===== config.mk =====
export PLATFORM = sky130hd
export DESIGN_NAME = sorted_priority_queue
export DESIGN_NICKNAME = d
export VERILOG_FILES = /design/src/design/spq_pkg.sv /design/src/design/spq_ram.sv /design/src/design/spq_ctrl.sv /design/src/design/sorted_priority_queue.sv
export SDC_FILE = /design/constraint.sdc
export NUM_CORES = 1
export LEC_CHECK = 0
export ABC_AREA = 1
export BUFFER_PORTS_ARGS = -buffer_cell sky130_fd_sc_hd__buf_2
export CAP_MARGIN = 30
export CORE_MARGIN = 1
export CORE_UTILIZATION = 60
export DETAILED_ROUTE_END_ITERATION = 8
export PLACE_DENSITY_LB_ADDON = 0.08
export SLEW_MARGIN = 10
export SYNTH_ARGS = -nofsm -noshare
export SYNTH_HDL_FRONTEND = slang
export SYNTH_SLANG_ARGS = --single-unit

===== constraint.sdc =====
create_clock -name clk -period 3.98 [get_ports clk]
set_input_delay 0.199 -clock clk [delete_from_list [all_inputs] [get_ports clk]]
set_output_delay 0.199 -clock clk [all_outputs]
set_load 0.02 [all_outputs]

===== src/design/spq_pkg.sv =====
// Shared types and constants for the sorted priority queue.
`timescale 1ns / 1ps

package spq_pkg;

    localparam int SPQ_DEPTH = 16;
    localparam int ITEM_W    = 16;
    localparam int KEY_W     = 8;
    localparam int FILL_W    = 5;
    localparam int OP_W      = 2;

    localparam logic [OP_W-1:0] OP_APPEND = 2'd0;
    localparam logic [OP_W-1:0] OP_INSERT = 2'd1;
    localparam logic [OP_W-1:0] OP_REMOVE = 2'd2;

    typedef struct packed {
        logic [OP_W-1:0]   op;
        logic [ITEM_W-1:0] item_in;
        logic [KEY_W-1:0]  key;
    } cmd_t;

    typedef struct packed {
        logic              ok;
        logic [ITEM_W-1:0] item_out;
        logic [FILL_W-1:0] fill;
        logic              is_empty;
        logic              is_full;
        logic [ITEM_W-1:0] head_item;
        logic [ITEM_W-1:0] tail_item;
    } res_t;

    typedef struct packed {
        logic [ITEM_W-1:0] item;
        logic [KEY_W-1:0]  key;
    } entry_t;

endpackage


===== src/design/spq_ram.sv =====
// Entry store: one write port, one read port with registered read data.
`timescale 1ns / 1ps

module spq_ram #(
    parameter int DEPTH = spq_pkg::SPQ_DEPTH
) (
    input  logic                     clk,
    input  logic [$clog2(DEPTH)-1:0] rd_addr,
    output spq_pkg::entry_t          rd_data,
    input  logic                     wr_en,
    input  logic [$clog2(DEPTH)-1:0] wr_addr,
    input  spq_pkg::entry_t          wr_data
);
    import spq_pkg::*;

    entry_t mem [DEPTH];

    always_ff @(posedge clk)
    begin
        if (wr_en)
        begin
            mem[wr_addr] <= wr_data;
        end
    end

    always_ff @(posedge clk)
    begin
        rd_data <= mem[rd_addr];
    end

endmodule


===== src/design/spq_ctrl.sv =====
// Sequencer: key scan, entry shifting, head removal and result assembly.
`timescale 1ns / 1ps

module spq_ctrl #(
    parameter int DEPTH = spq_pkg::SPQ_DEPTH
) (
    input  logic                     clk,
    input  logic                     rst_n,
    input  logic                     start,
    input  spq_pkg::cmd_t            cmd,
    output logic                     busy,
    output logic                     done,
    output spq_pkg::res_t            res,
    output logic [$clog2(DEPTH)-1:0] rd_addr,
    input  spq_pkg::entry_t          rd_data,
    output logic                     wr_en,
    output logic [$clog2(DEPTH)-1:0] wr_addr,
    output spq_pkg::entry_t          wr_data
);
    import spq_pkg::*;

    localparam int AW = $clog2(DEPTH);
    localparam int CW = $clog2(DEPTH + 1);

    typedef enum logic [7:0] {
        ST_IDLE  = 8'b0000_0001,
        ST_SCAN  = 8'b0000_0010,
        ST_SHIFT = 8'b0000_0100,
        ST_PLACE = 8'b0000_1000,
        ST_DEQ   = 8'b0001_0000,
        ST_RPT_H = 8'b0010_0000,
        ST_RPT_T = 8'b0100_0000,
        ST_FIN   = 8'b1000_0000
    } state_t;

    state_t            state_reg, state_next;
    logic [CW-1:0]     occ_reg, occ_next;
    logic [CW-1:0]     src_reg, src_next;
    logic [CW-1:0]     pos_reg, pos_next;
    logic [AW-1:0]     rr_reg, rr_next;
    logic              pend_reg, pend_next;
    logic              ok_reg, ok_next;
    logic              done_reg, done_next;
    logic [ITEM_W-1:0] item_reg, item_next;
    logic [KEY_W-1:0]  key_reg, key_next;
    logic [ITEM_W-1:0] removed_reg, removed_next;
    logic [ITEM_W-1:0] head_reg, head_next;
    res_t              res_reg, res_next;
    logic              nonempty;

    assign busy     = (state_reg != ST_IDLE);
    assign done     = done_reg;
    assign res      = res_reg;
    assign nonempty = (occ_reg != '0);

    always_comb
    begin
        state_next   = state_reg;
        occ_next     = occ_reg;
        src_next     = src_reg;
        pos_next     = pos_reg;
        rr_next      = rr_reg;
        pend_next    = pend_reg;
        ok_next      = ok_reg;
        done_next    = 1'b0;
        item_next    = item_reg;
        key_next     = key_reg;
        removed_next = removed_reg;
        head_next    = head_reg;
        res_next     = res_reg;
        rd_addr      = '0;
        wr_en        = 1'b0;
        wr_addr      = '0;
        wr_data      = '{item: item_reg, key: key_reg};

        unique case (state_reg)
            ST_IDLE:
            begin
                if (start)
                begin
                    item_next    = cmd.item_in;
                    key_next     = cmd.key;
                    ok_next      = 1'b0;
                    removed_next = '0;
                    pend_next    = 1'b0;
                    if ((cmd.op == OP_APPEND || cmd.op == OP_INSERT) &&
                        occ_reg < CW'(DEPTH))
                    begin
                        ok_next = 1'b1;
                        if (cmd.op == OP_INSERT && nonempty)
                        begin
                            src_next   = '0;
                            state_next = ST_SCAN;
                        end
                        else
                        begin
                            pos_next   = occ_reg;
                            src_next   = occ_reg;
                            state_next = ST_SHIFT;
                        end
                    end
                    else if (cmd.op == OP_REMOVE && nonempty)
                    begin
                        ok_next    = 1'b1;
                        src_next   = '0;
                        state_next = ST_DEQ;
                    end
                    else
                    begin
                        state_next = ST_RPT_H;
                    end
                end
            end

            // one read issued per cycle, compare on the data of the previous one
            ST_SCAN:
            begin
                rd_addr = AW'(src_reg);
                if (pend_reg && key_reg > rd_data.key)
                begin
                    pos_next   = CW'(src_reg - 1'b1);
                    src_next   = occ_reg;
                    pend_next  = 1'b0;
                    state_next = ST_SHIFT;
                end
                else if (src_reg == occ_reg)
                begin
                    pos_next   = occ_reg;
                    src_next   = occ_reg;
                    pend_next  = 1'b0;
                    state_next = ST_SHIFT;
                end
                else
                begin
                    src_next  = CW'(src_reg + 1'b1);
                    pend_next = 1'b1;
                end
            end

            // move entries pos..occ-1 one place back, tail first
            ST_SHIFT:
            begin
                if (pend_reg)
                begin
                    wr_en   = 1'b1;
                    wr_addr = rr_reg;
                    wr_data = rd_data;
                end
                if (src_reg > pos_reg)
                begin
                    rd_addr   = AW'(src_reg - 1'b1);
                    rr_next   = AW'(src_reg);
                    src_next  = CW'(src_reg - 1'b1);
                    pend_next = 1'b1;
                end
                else
                begin
                    pend_next  = 1'b0;
                    state_next = ST_PLACE;
                end
            end

            ST_PLACE:
            begin
                wr_en      = 1'b1;
                wr_addr    = AW'(pos_reg);
                occ_next   = CW'(occ_reg + 1'b1);
                state_next = ST_RPT_H;
            end

            // entry 0 is captured, entries 1..occ-1 move one place forward
            ST_DEQ:
            begin
                if (pend_reg)
                begin
                    if (rr_reg == '0)
                    begin
                        removed_next = rd_data.item;
                    end
                    else
                    begin
                        wr_en   = 1'b1;
                        wr_addr = AW'(rr_reg - 1'b1);
                        wr_data = rd_data;
                    end
                end
                if (src_reg < occ_reg)
                begin
                    rd_addr   = AW'(src_reg);
                    rr_next   = AW'(src_reg);
                    src_next  = CW'(src_reg + 1'b1);
                    pend_next = 1'b1;
                end
                else
                begin
                    pend_next  = 1'b0;
                    occ_next   = CW'(occ_reg - 1'b1);
                    state_next = ST_RPT_H;
                end
            end

            ST_RPT_H:
            begin
                rd_addr    = '0;
                state_next = ST_RPT_T;
            end

            ST_RPT_T:
            begin
                rd_addr    = AW'(occ_reg - 1'b1);
                head_next  = rd_data.item;
                state_next = ST_FIN;
            end

            ST_FIN:
            begin
                res_next.ok        = ok_reg;
                res_next.item_out  = removed_reg;
                res_next.fill      = FILL_W'(occ_reg);
                res_next.is_empty  = !nonempty;
                res_next.is_full   = (occ_reg == CW'(DEPTH));
                res_next.head_item = nonempty ? head_reg : '0;
                res_next.tail_item = nonempty ? rd_data.item : '0;
                done_next          = 1'b1;
                state_next         = ST_IDLE;
            end

            default:
            begin
                state_next = ST_IDLE;
            end
        endcase
    end

    always_ff @(posedge clk or negedge rst_n)
    begin
        if (!rst_n)
        begin
            state_reg <= ST_IDLE;
            occ_reg   <= '0;
            src_reg   <= '0;
            pos_reg   <= '0;
            rr_reg    <= '0;
            pend_reg  <= 1'b0;
            ok_reg    <= 1'b0;
            done_reg  <= 1'b0;
        end
        else
        begin
            state_reg <= state_next;
            occ_reg   <= occ_next;
            src_reg   <= src_next;
            pos_reg   <= pos_next;
            rr_reg    <= rr_next;
            pend_reg  <= pend_next;
            ok_reg    <= ok_next;
            done_reg  <= done_next;
        end
    end

    always_ff @(posedge clk)
    begin
        item_reg    <= item_next;
        key_reg     <= key_next;
        removed_reg <= removed_next;
        head_reg    <= head_next;
        res_reg     <= res_next;
    end

endmodule


===== src/design/sorted_priority_queue.sv =====
// Sorted priority queue top level: sequencer plus entry store.
//
// Usage:
//   A request is taken when start is high and busy is low. cmd carries op
//   (append at tail, insert by key, remove head), the item handle and its key.
//   Insert by key places the item before the first entry with a smaller key,
//   so larger keys leave first and equal keys keep arrival order.
//   busy stays high while the request runs; nothing else is taken meanwhile.
//   The result appears on res for exactly one cycle with done high, and must
//   be captured then: there is no way to hold it off.
//   Time from the accepting edge to done grows with the entries held for
//   insert by key and remove; append and a failed request do not depend on it.
//   Cost is set by the single read port of the store: the key scan reads one
//   entry a cycle, and each moved entry needs one read and one write.
//   One request at a time; a new one may start in the cycle done is shown.
//   Reset empties the queue and clears busy and done; store contents are
//   not cleared and are never used before being written.
`timescale 1ns / 1ps

module sorted_priority_queue #(
    parameter int DEPTH = spq_pkg::SPQ_DEPTH
) (
    input  logic          clk,
    input  logic          rst_n,
    input  logic          start,
    input  spq_pkg::cmd_t cmd,
    output logic          busy,
    output logic          done,
    output spq_pkg::res_t res
);
    import spq_pkg::*;

    localparam int AW = $clog2(DEPTH);

    logic [AW-1:0] rd_addr;
    logic [AW-1:0] wr_addr;
    logic          wr_en;
    entry_t        rd_data;
    entry_t        wr_data;

    spq_ctrl #(
        .DEPTH(DEPTH)
    ) u_ctrl (
        .clk     (clk),
        .rst_n   (rst_n),
        .start   (start),
        .cmd     (cmd),
        .busy    (busy),
        .done    (done),
        .res     (res),
        .rd_addr (rd_addr),
        .rd_data (rd_data),
        .wr_en   (wr_en),
        .wr_addr (wr_addr),
        .wr_data (wr_data)
    );

    spq_ram #(
        .DEPTH(DEPTH)
    ) u_ram (
        .clk     (clk),
        .rd_addr (rd_addr),
        .rd_data (rd_data),
        .wr_en   (wr_en),
        .wr_addr (wr_addr),
        .wr_data (wr_data)
    );

    a_done_idle: assert property (@(posedge clk) disable iff (!rst_n)
        done |-> !busy)
        else $error("result shown while busy");

    a_start_busy: assert property (@(posedge clk) disable iff (!rst_n)
        start && !busy |=> busy)
        else $error("accepted request did not raise busy");

    a_empty_full: assert property (@(posedge clk) disable iff (!rst_n)
        done |-> !(res.is_empty && res.is_full))
        else $error("queue reported empty and full");

    a_empty_zero: assert property (@(posedge clk) disable iff (!rst_n)
        done && res.is_empty |-> res.head_item == '0 && res.tail_item == '0)
        else $error("empty queue reported a head or tail item");

    a_fail_zero: assert property (@(posedge clk) disable iff (!rst_n)
        done && !res.ok |-> res.item_out == '0)
        else $error("failed request returned an item");

endmodule

Word-level counts from Yosys, hierarchy flattened:

Memory sizes are Yosys's and may differ from the RTL's. A register that Yosys moved wholly into a read port is not among the register bits.
Index checks and enable logic that the tools add are counted.
W data, S select, Z words.

* register bits: 142
* bits in latches: 0
* RAM bits: 384
* memory bits (read-only): 0
* bits of input ports: 29
* logic and storage cells: 134
* memories: 1

* add/subtract/negate cells: 5
* multiply operators: 0
* div/mod/pow operators: 0
* order comparisons: 4
* equality and inequality tests: 24
* shifts and indexed selects: 0
* muxes and demuxes: 59
* bitwise logic cells: 0
* reductions and logical operators: 22

Memories
* u_ram.mem: words 16, bits a word 24, read ports 1, clocked after memory_dff 1, wr ports 1, RTL line spq_ram.sv:16 `entry_t mem [DEPTH];`

Operators with widths (number)
* $mux W24: 3
* $mux W5: 14
* $pmux W8 S7: 1
* $mux W16: 3
* $mux W8: 6
* $pmux W24 S2: 1
* $pmux W16 S2: 1
* $mux W4: 7
* $pmux W5 S2: 2
* $pmux W5 S4: 1
* $pmux W4 S4: 1
* $mux W1: 13
* $pmux W4 S3: 1
* $add A5 B1 Y5 const B: 2
* $ne A2 B1 Y1 const B: 5
* $reduce_and A5 Y1: 2
* $sub A5 B1 Y5 const B: 2
* $eq A8 B1 Y1 const B: 1
* $eq A8 B2 Y1 const B: 1
* $eq A8 B3 Y1 const B: 1
* $eq A8 B4 Y1 const B: 1
* $eq A8 B5 Y1 const B: 1
* $eq A8 B6 Y1 const B: 1
* $eq A8 B7 Y1 const B: 1
* other kinds (29): 42

Depth between registers and ports, before layout:

* depth after elaboration: 6
* gate-level depth with buffers: 17

By module:

Synthesis repeated with hierarchy kept, for this count alone.

* cells, all modules: 2266
* area, all modules: 23822.8 sq um

By module, submodules not included
* spq_ram: times used 1, cells an instance 1597, area an instance 16951.3 sq um
* spq_ctrl: times used 1, cells an instance 669, area an instance 6871.6 sq um

Worst setup path after synthesis:

Ideal clock, no wire load.

* kind: reg-to-reg
* start: reg u_ctrl.state_reg[1]
* end: reg u_ctrl.res_reg (netlist bit u_ctrl.res[0]), enable pin
* arrival: 3.053 ns
* data required time: 3.509 ns
* path slack: 0.456 ns
* stages on the path, launching flop included: 4
* cell sequence: dfrtp_1 nor2_2 nand2_4 nor2_1

* word-level cells in the longest chain between the ends: 1

RTL lines
* start: declaration: RTL line spq_ctrl.sv:36 `state_t state_reg, state_next;`
* start signal: assignment: RTL line spq_ctrl.sv:250 `state_reg <= state_next;`
* $eq A8 B8 Y1: RTL line spq_ctrl.sv:76 `unique case (state_reg)`
* end signal: assignment: RTL line spq_ctrl.sv:267 `res_reg <= res_next;`
* end: declaration: RTL line spq_ctrl.sv:48 `res_t res_reg, res_next;`

Every way passes these cells.
A chain may end at the register's enable or synchronous reset.

Final worst setup path:

* start: reg u_ctrl.state_reg[0]
* end: mem u_ram.mem[0][21] (netlist bit), enable pin

* word-level cells in the longest chain between the ends: 4
* elaborated cells between the ends (all ways): 7

RTL lines
* $eq A8 B5 Y1, or another cell as far along: RTL line spq_ctrl.sv:76
* $pmux W1 S3: RTL line spq_ctrl.sv:76
* $mux W1: RTL line spq_ram.sv:20 `if (wr_en)`
* $mux W1 (implied by the code): RTL line spq_ram.sv:22 `mem[wr_addr] <= wr_data;`
* end: declaration: RTL line spq_ram.sv:16

Parallel ways exist; a longest one is shown, timed or not.

==> flow_summary.yaml <==
yosys:
  synth_edf_count: 496
  synth_cell_type_count: 44
  syn_area_sq_um: 23850
  synth_fp_nets: 2249
  ys.flop_type: "edfxtp_1"
  synth_cells: 2196
  yosys_warnings: 0
  seq_area_frac_synth: 0.6762
  syn_avg_cell_area_sq_um: 10.86
  synth_seq_cells: 550
  synthArstFlopShare: 0.05455
cells_and_area:
  multiInputGateArea_sq_um: 5933
  drive_gt1_frac: 0.1208
  layout.nets: 2386
  utilization: 0.7023
  final_common_cell: "edfxtp_1"
  final-seq-area_sq_um: 16130
  largest_reg_flops: 384
  final_cell_mix: "edfxtp_1, nand3_1, nand2_1"
  stdcell_area_sq_um: 27330
  area_growth_pct: 14.61
  diodes: 0
  final_cells: 2893
  fill_cells: 2871
floorplan:
  rows: 72
  fp.dieW_microns: 201.4
  core_area_sq_um: 38920
  io_pins: 87
  die_h_microns: 201.4
  initial_core_util: 0.6128
  die_area_sq_um: 40550
timing:
  rsz0062_at_grt: "no"
  tns_ps: 0
  holdWs_ps: 165.8
  relSlewSlack: 0.4342
  fin_crit_ps: 3279
  setup_viol_count_final: 0
  max_freq_mhz: 305.0
  finalClockSkew_ps: 18.23
  layout_worst_path_cycle_share: 0.8238
  worst_pin_slew_ps: 839.9
  slew_violations: 0
  hold_viol_final: 0
  setup_ws_ps: 701.4
grt:
  antenna_found_initial: 0
  grt_pass1_vias: 15620
  grt_usage: 0.2876
  grt_max_degree: 118
  grt_pass1_wl_mm: 88.50
  gr-total-overflow: 0
setup_path:
  crit_required_ps: 4280
  r2r-end: "u_ram.mem[0][21]"
  crit_slowest_cell: "a221oi_1"
  critical_path.startpoint: "u_ctrl.state_reg[0]"
  path_cells: "nor2_2, inv_1, nor3_1, nand3_1, inv_1, a221oi_1, nand3_1, nor2_4, buf_12"
  cp-endpoint: "u_ram.mem[0][21]"
  worstPathMaxFanout: 19
  end_kind: "flip-flop"
  r2r_setup_slack_ps: 700
  cpPeakStageDelay_ps: 560
  r2r-start: "u_ctrl.state_reg[0]"
  cp_top_family: "simple AND/OR/NAND/NOR gates"
  crit_type: "flip-flop to flip-flop"
  start_kind: "flip-flop"
  worstSetupPathDepth: 9
  reg2reg_depth: 9
  path_buf_inv: 3
  critPathArrivalTime_ps: 3580
power_and_ir_drop:
  leakage_nw: 11.42
  ir_drop_uv: 422.1
  clockPowerShare: 0.320
  combPwrFrac: 0.203
  seqPwrFrac: 0.477
  total_power_mw: 15.64
  swShare: 0.2972
  p_sw_mw: 4.648
  intPower_mw: 10.99
  cellPowerDensity_nw_per_um2: 572.1
status:
  status: "completed"
placed_design:
  port_buffers: 86
  placed_cell_area_sq_um: 25300
  gp_congestion: 0.8779
  dpl.cell_count: 2764
  hpwl_mm: 32.90
  dp_slack_ps: 747.5
clock_tree:
  cts_hold_buffers: 30
  ctsResizeCount: 0
  post_cts_buffers: 0
  cts_root_buf: "clkbuf_16"
  clk_latency_ps: 620
  htree_levels: 2
  cts_tree: "built"
  clk_path_buf_depth: 3
  numClockSinks: 550
  path_clk_slew_ps: 60
  numCtsBuffers: 55
drt:
  drtPass1Iterations: 6
  vias: 16250
  drt_drc_violations_left: 0
  drt-total-wl_mm: 56.94
  drtIter0Drc: 1453
  ant_nets: 0
  vias_per_cell: 5.615
  wl_per_cell_microns: 19.68
run:
  maxCapViolations: 0
worst_hold_path:
  hp-class: "input port to async pin"
-- synth_stat cells (3+ instances only) --
cell,n,area share
buf_1,6,0.00094
ha_1,24,0.013
buf_4,9,0.0028
nand3_1,456,0.096
buf_6,3,0.0014
nor2_2,3,0.00079
nand4_1,3,0.00079
clkbuf_1,42,0.0066
nand3b_1,74,0.023
dfxtp_1,24,0.020
xnor2_1,3,0.0011
nor3_1,4,0.00084
a21oi_1,12,0.0025
inv_2,8,0.0013
nand2_2,5,0.0013
edfxtp_1,496,0.62
a221oi_1,3,0.0011
buf_2,50,0.010
nand2_1,397,0.062
nor2_1,73,0.011
o211ai_1,3,0.00094
a31oi_1,3,0.00079
dfrtp_1,29,0.030
xor2_1,11,0.0040
inv_1,374,0.059
o21ai_0,54,0.011
nor2_4,6,0.0028
-- logic make-up (layout without fill, tap and decap cells) --
| kind of cell | Yosys count | in the layout | share of synthesized area |
|---|---|---|---|
| simple gates | 1029 | 1029 | 0.2028 |
| buf+inv | 492 | 671 | 0.08242 |
| xor+xnor | 14 | 14 | 0.005142 |
| flops | 550 | 550 | 0.6762 |
| compound gates | 87 | 87 | 0.02083 |
| fa+ha+maj | 24 | 24 | 0.01259 |
-- worst register-to-register path: cells and delay by family (launching register included) --
family | cells | cell delay [ps]
simple gates | 5 | 1370
compound gates | 1 | 560
flops | 1 | 540
buf+inv | 3 | 500
-- routing by layer --
metal  up-vias  wire length, microns  share of wire  track usage
met4         0                  2116          0.037       0.1245
li1       7625                     -              -            -
met2       740                 26520           0.47       0.4573
met3       126                  4442          0.078      0.03822
met5         -                     0              0            0
met1      7754                 23870           0.42       0.4013
-- how the worst min path moves through the flow --
| stage | start | endpoint | slack [ps] | cells past startpoint |
|---|---|---|---|---|
| after CTS | rst_n | u_ctrl.occ_reg[2] | 170 | 2 |
| after detailed placement | rst_n | u_ctrl.state_reg[1] | 290 | 1 |
| after global placement | rst_n | u_ctrl.state_reg[1] | 290 | 1 |
| after global routing | rst_n | u_ctrl.state_reg[2] | 250 | 2 |
| after floorplan | rst_n | u_ctrl.done | -100 | 0 |
| final | rst_n | u_ctrl.src_reg[4] | 170 | 2 |
-- power by group through the flow --
| stage | clock network, mW | logic, mW | registers, mW |
|---|---|---|---|
| 2_1_floorplan | 0 | 2.17 | 7.43 |
| 3_3_place_gp | 0 | 3.07 | 7.56 |
| 3_5_place_dp | 0 | 3.13 | 7.57 |
| 4_1_cts | 5.08 | 3.18 | 7.46 |
| 5_1_grt | 5.28 | 3.57 | 7.50 |
| 6_report | 5.01 | 3.17 | 7.46 |
-- final cells by class --
type,instances,share of cell area
Multi-Input combinational cell,1154,0.2171
Clock buffer,77,0.05484
Sequential cell,550,0.5900
Inverter,382,0.05246
Timing Repair Buffer,190,0.05347
Clock inverter,22,0.008378
Tap cell,518,0.02371
Power figures use the tool's default switching activity.
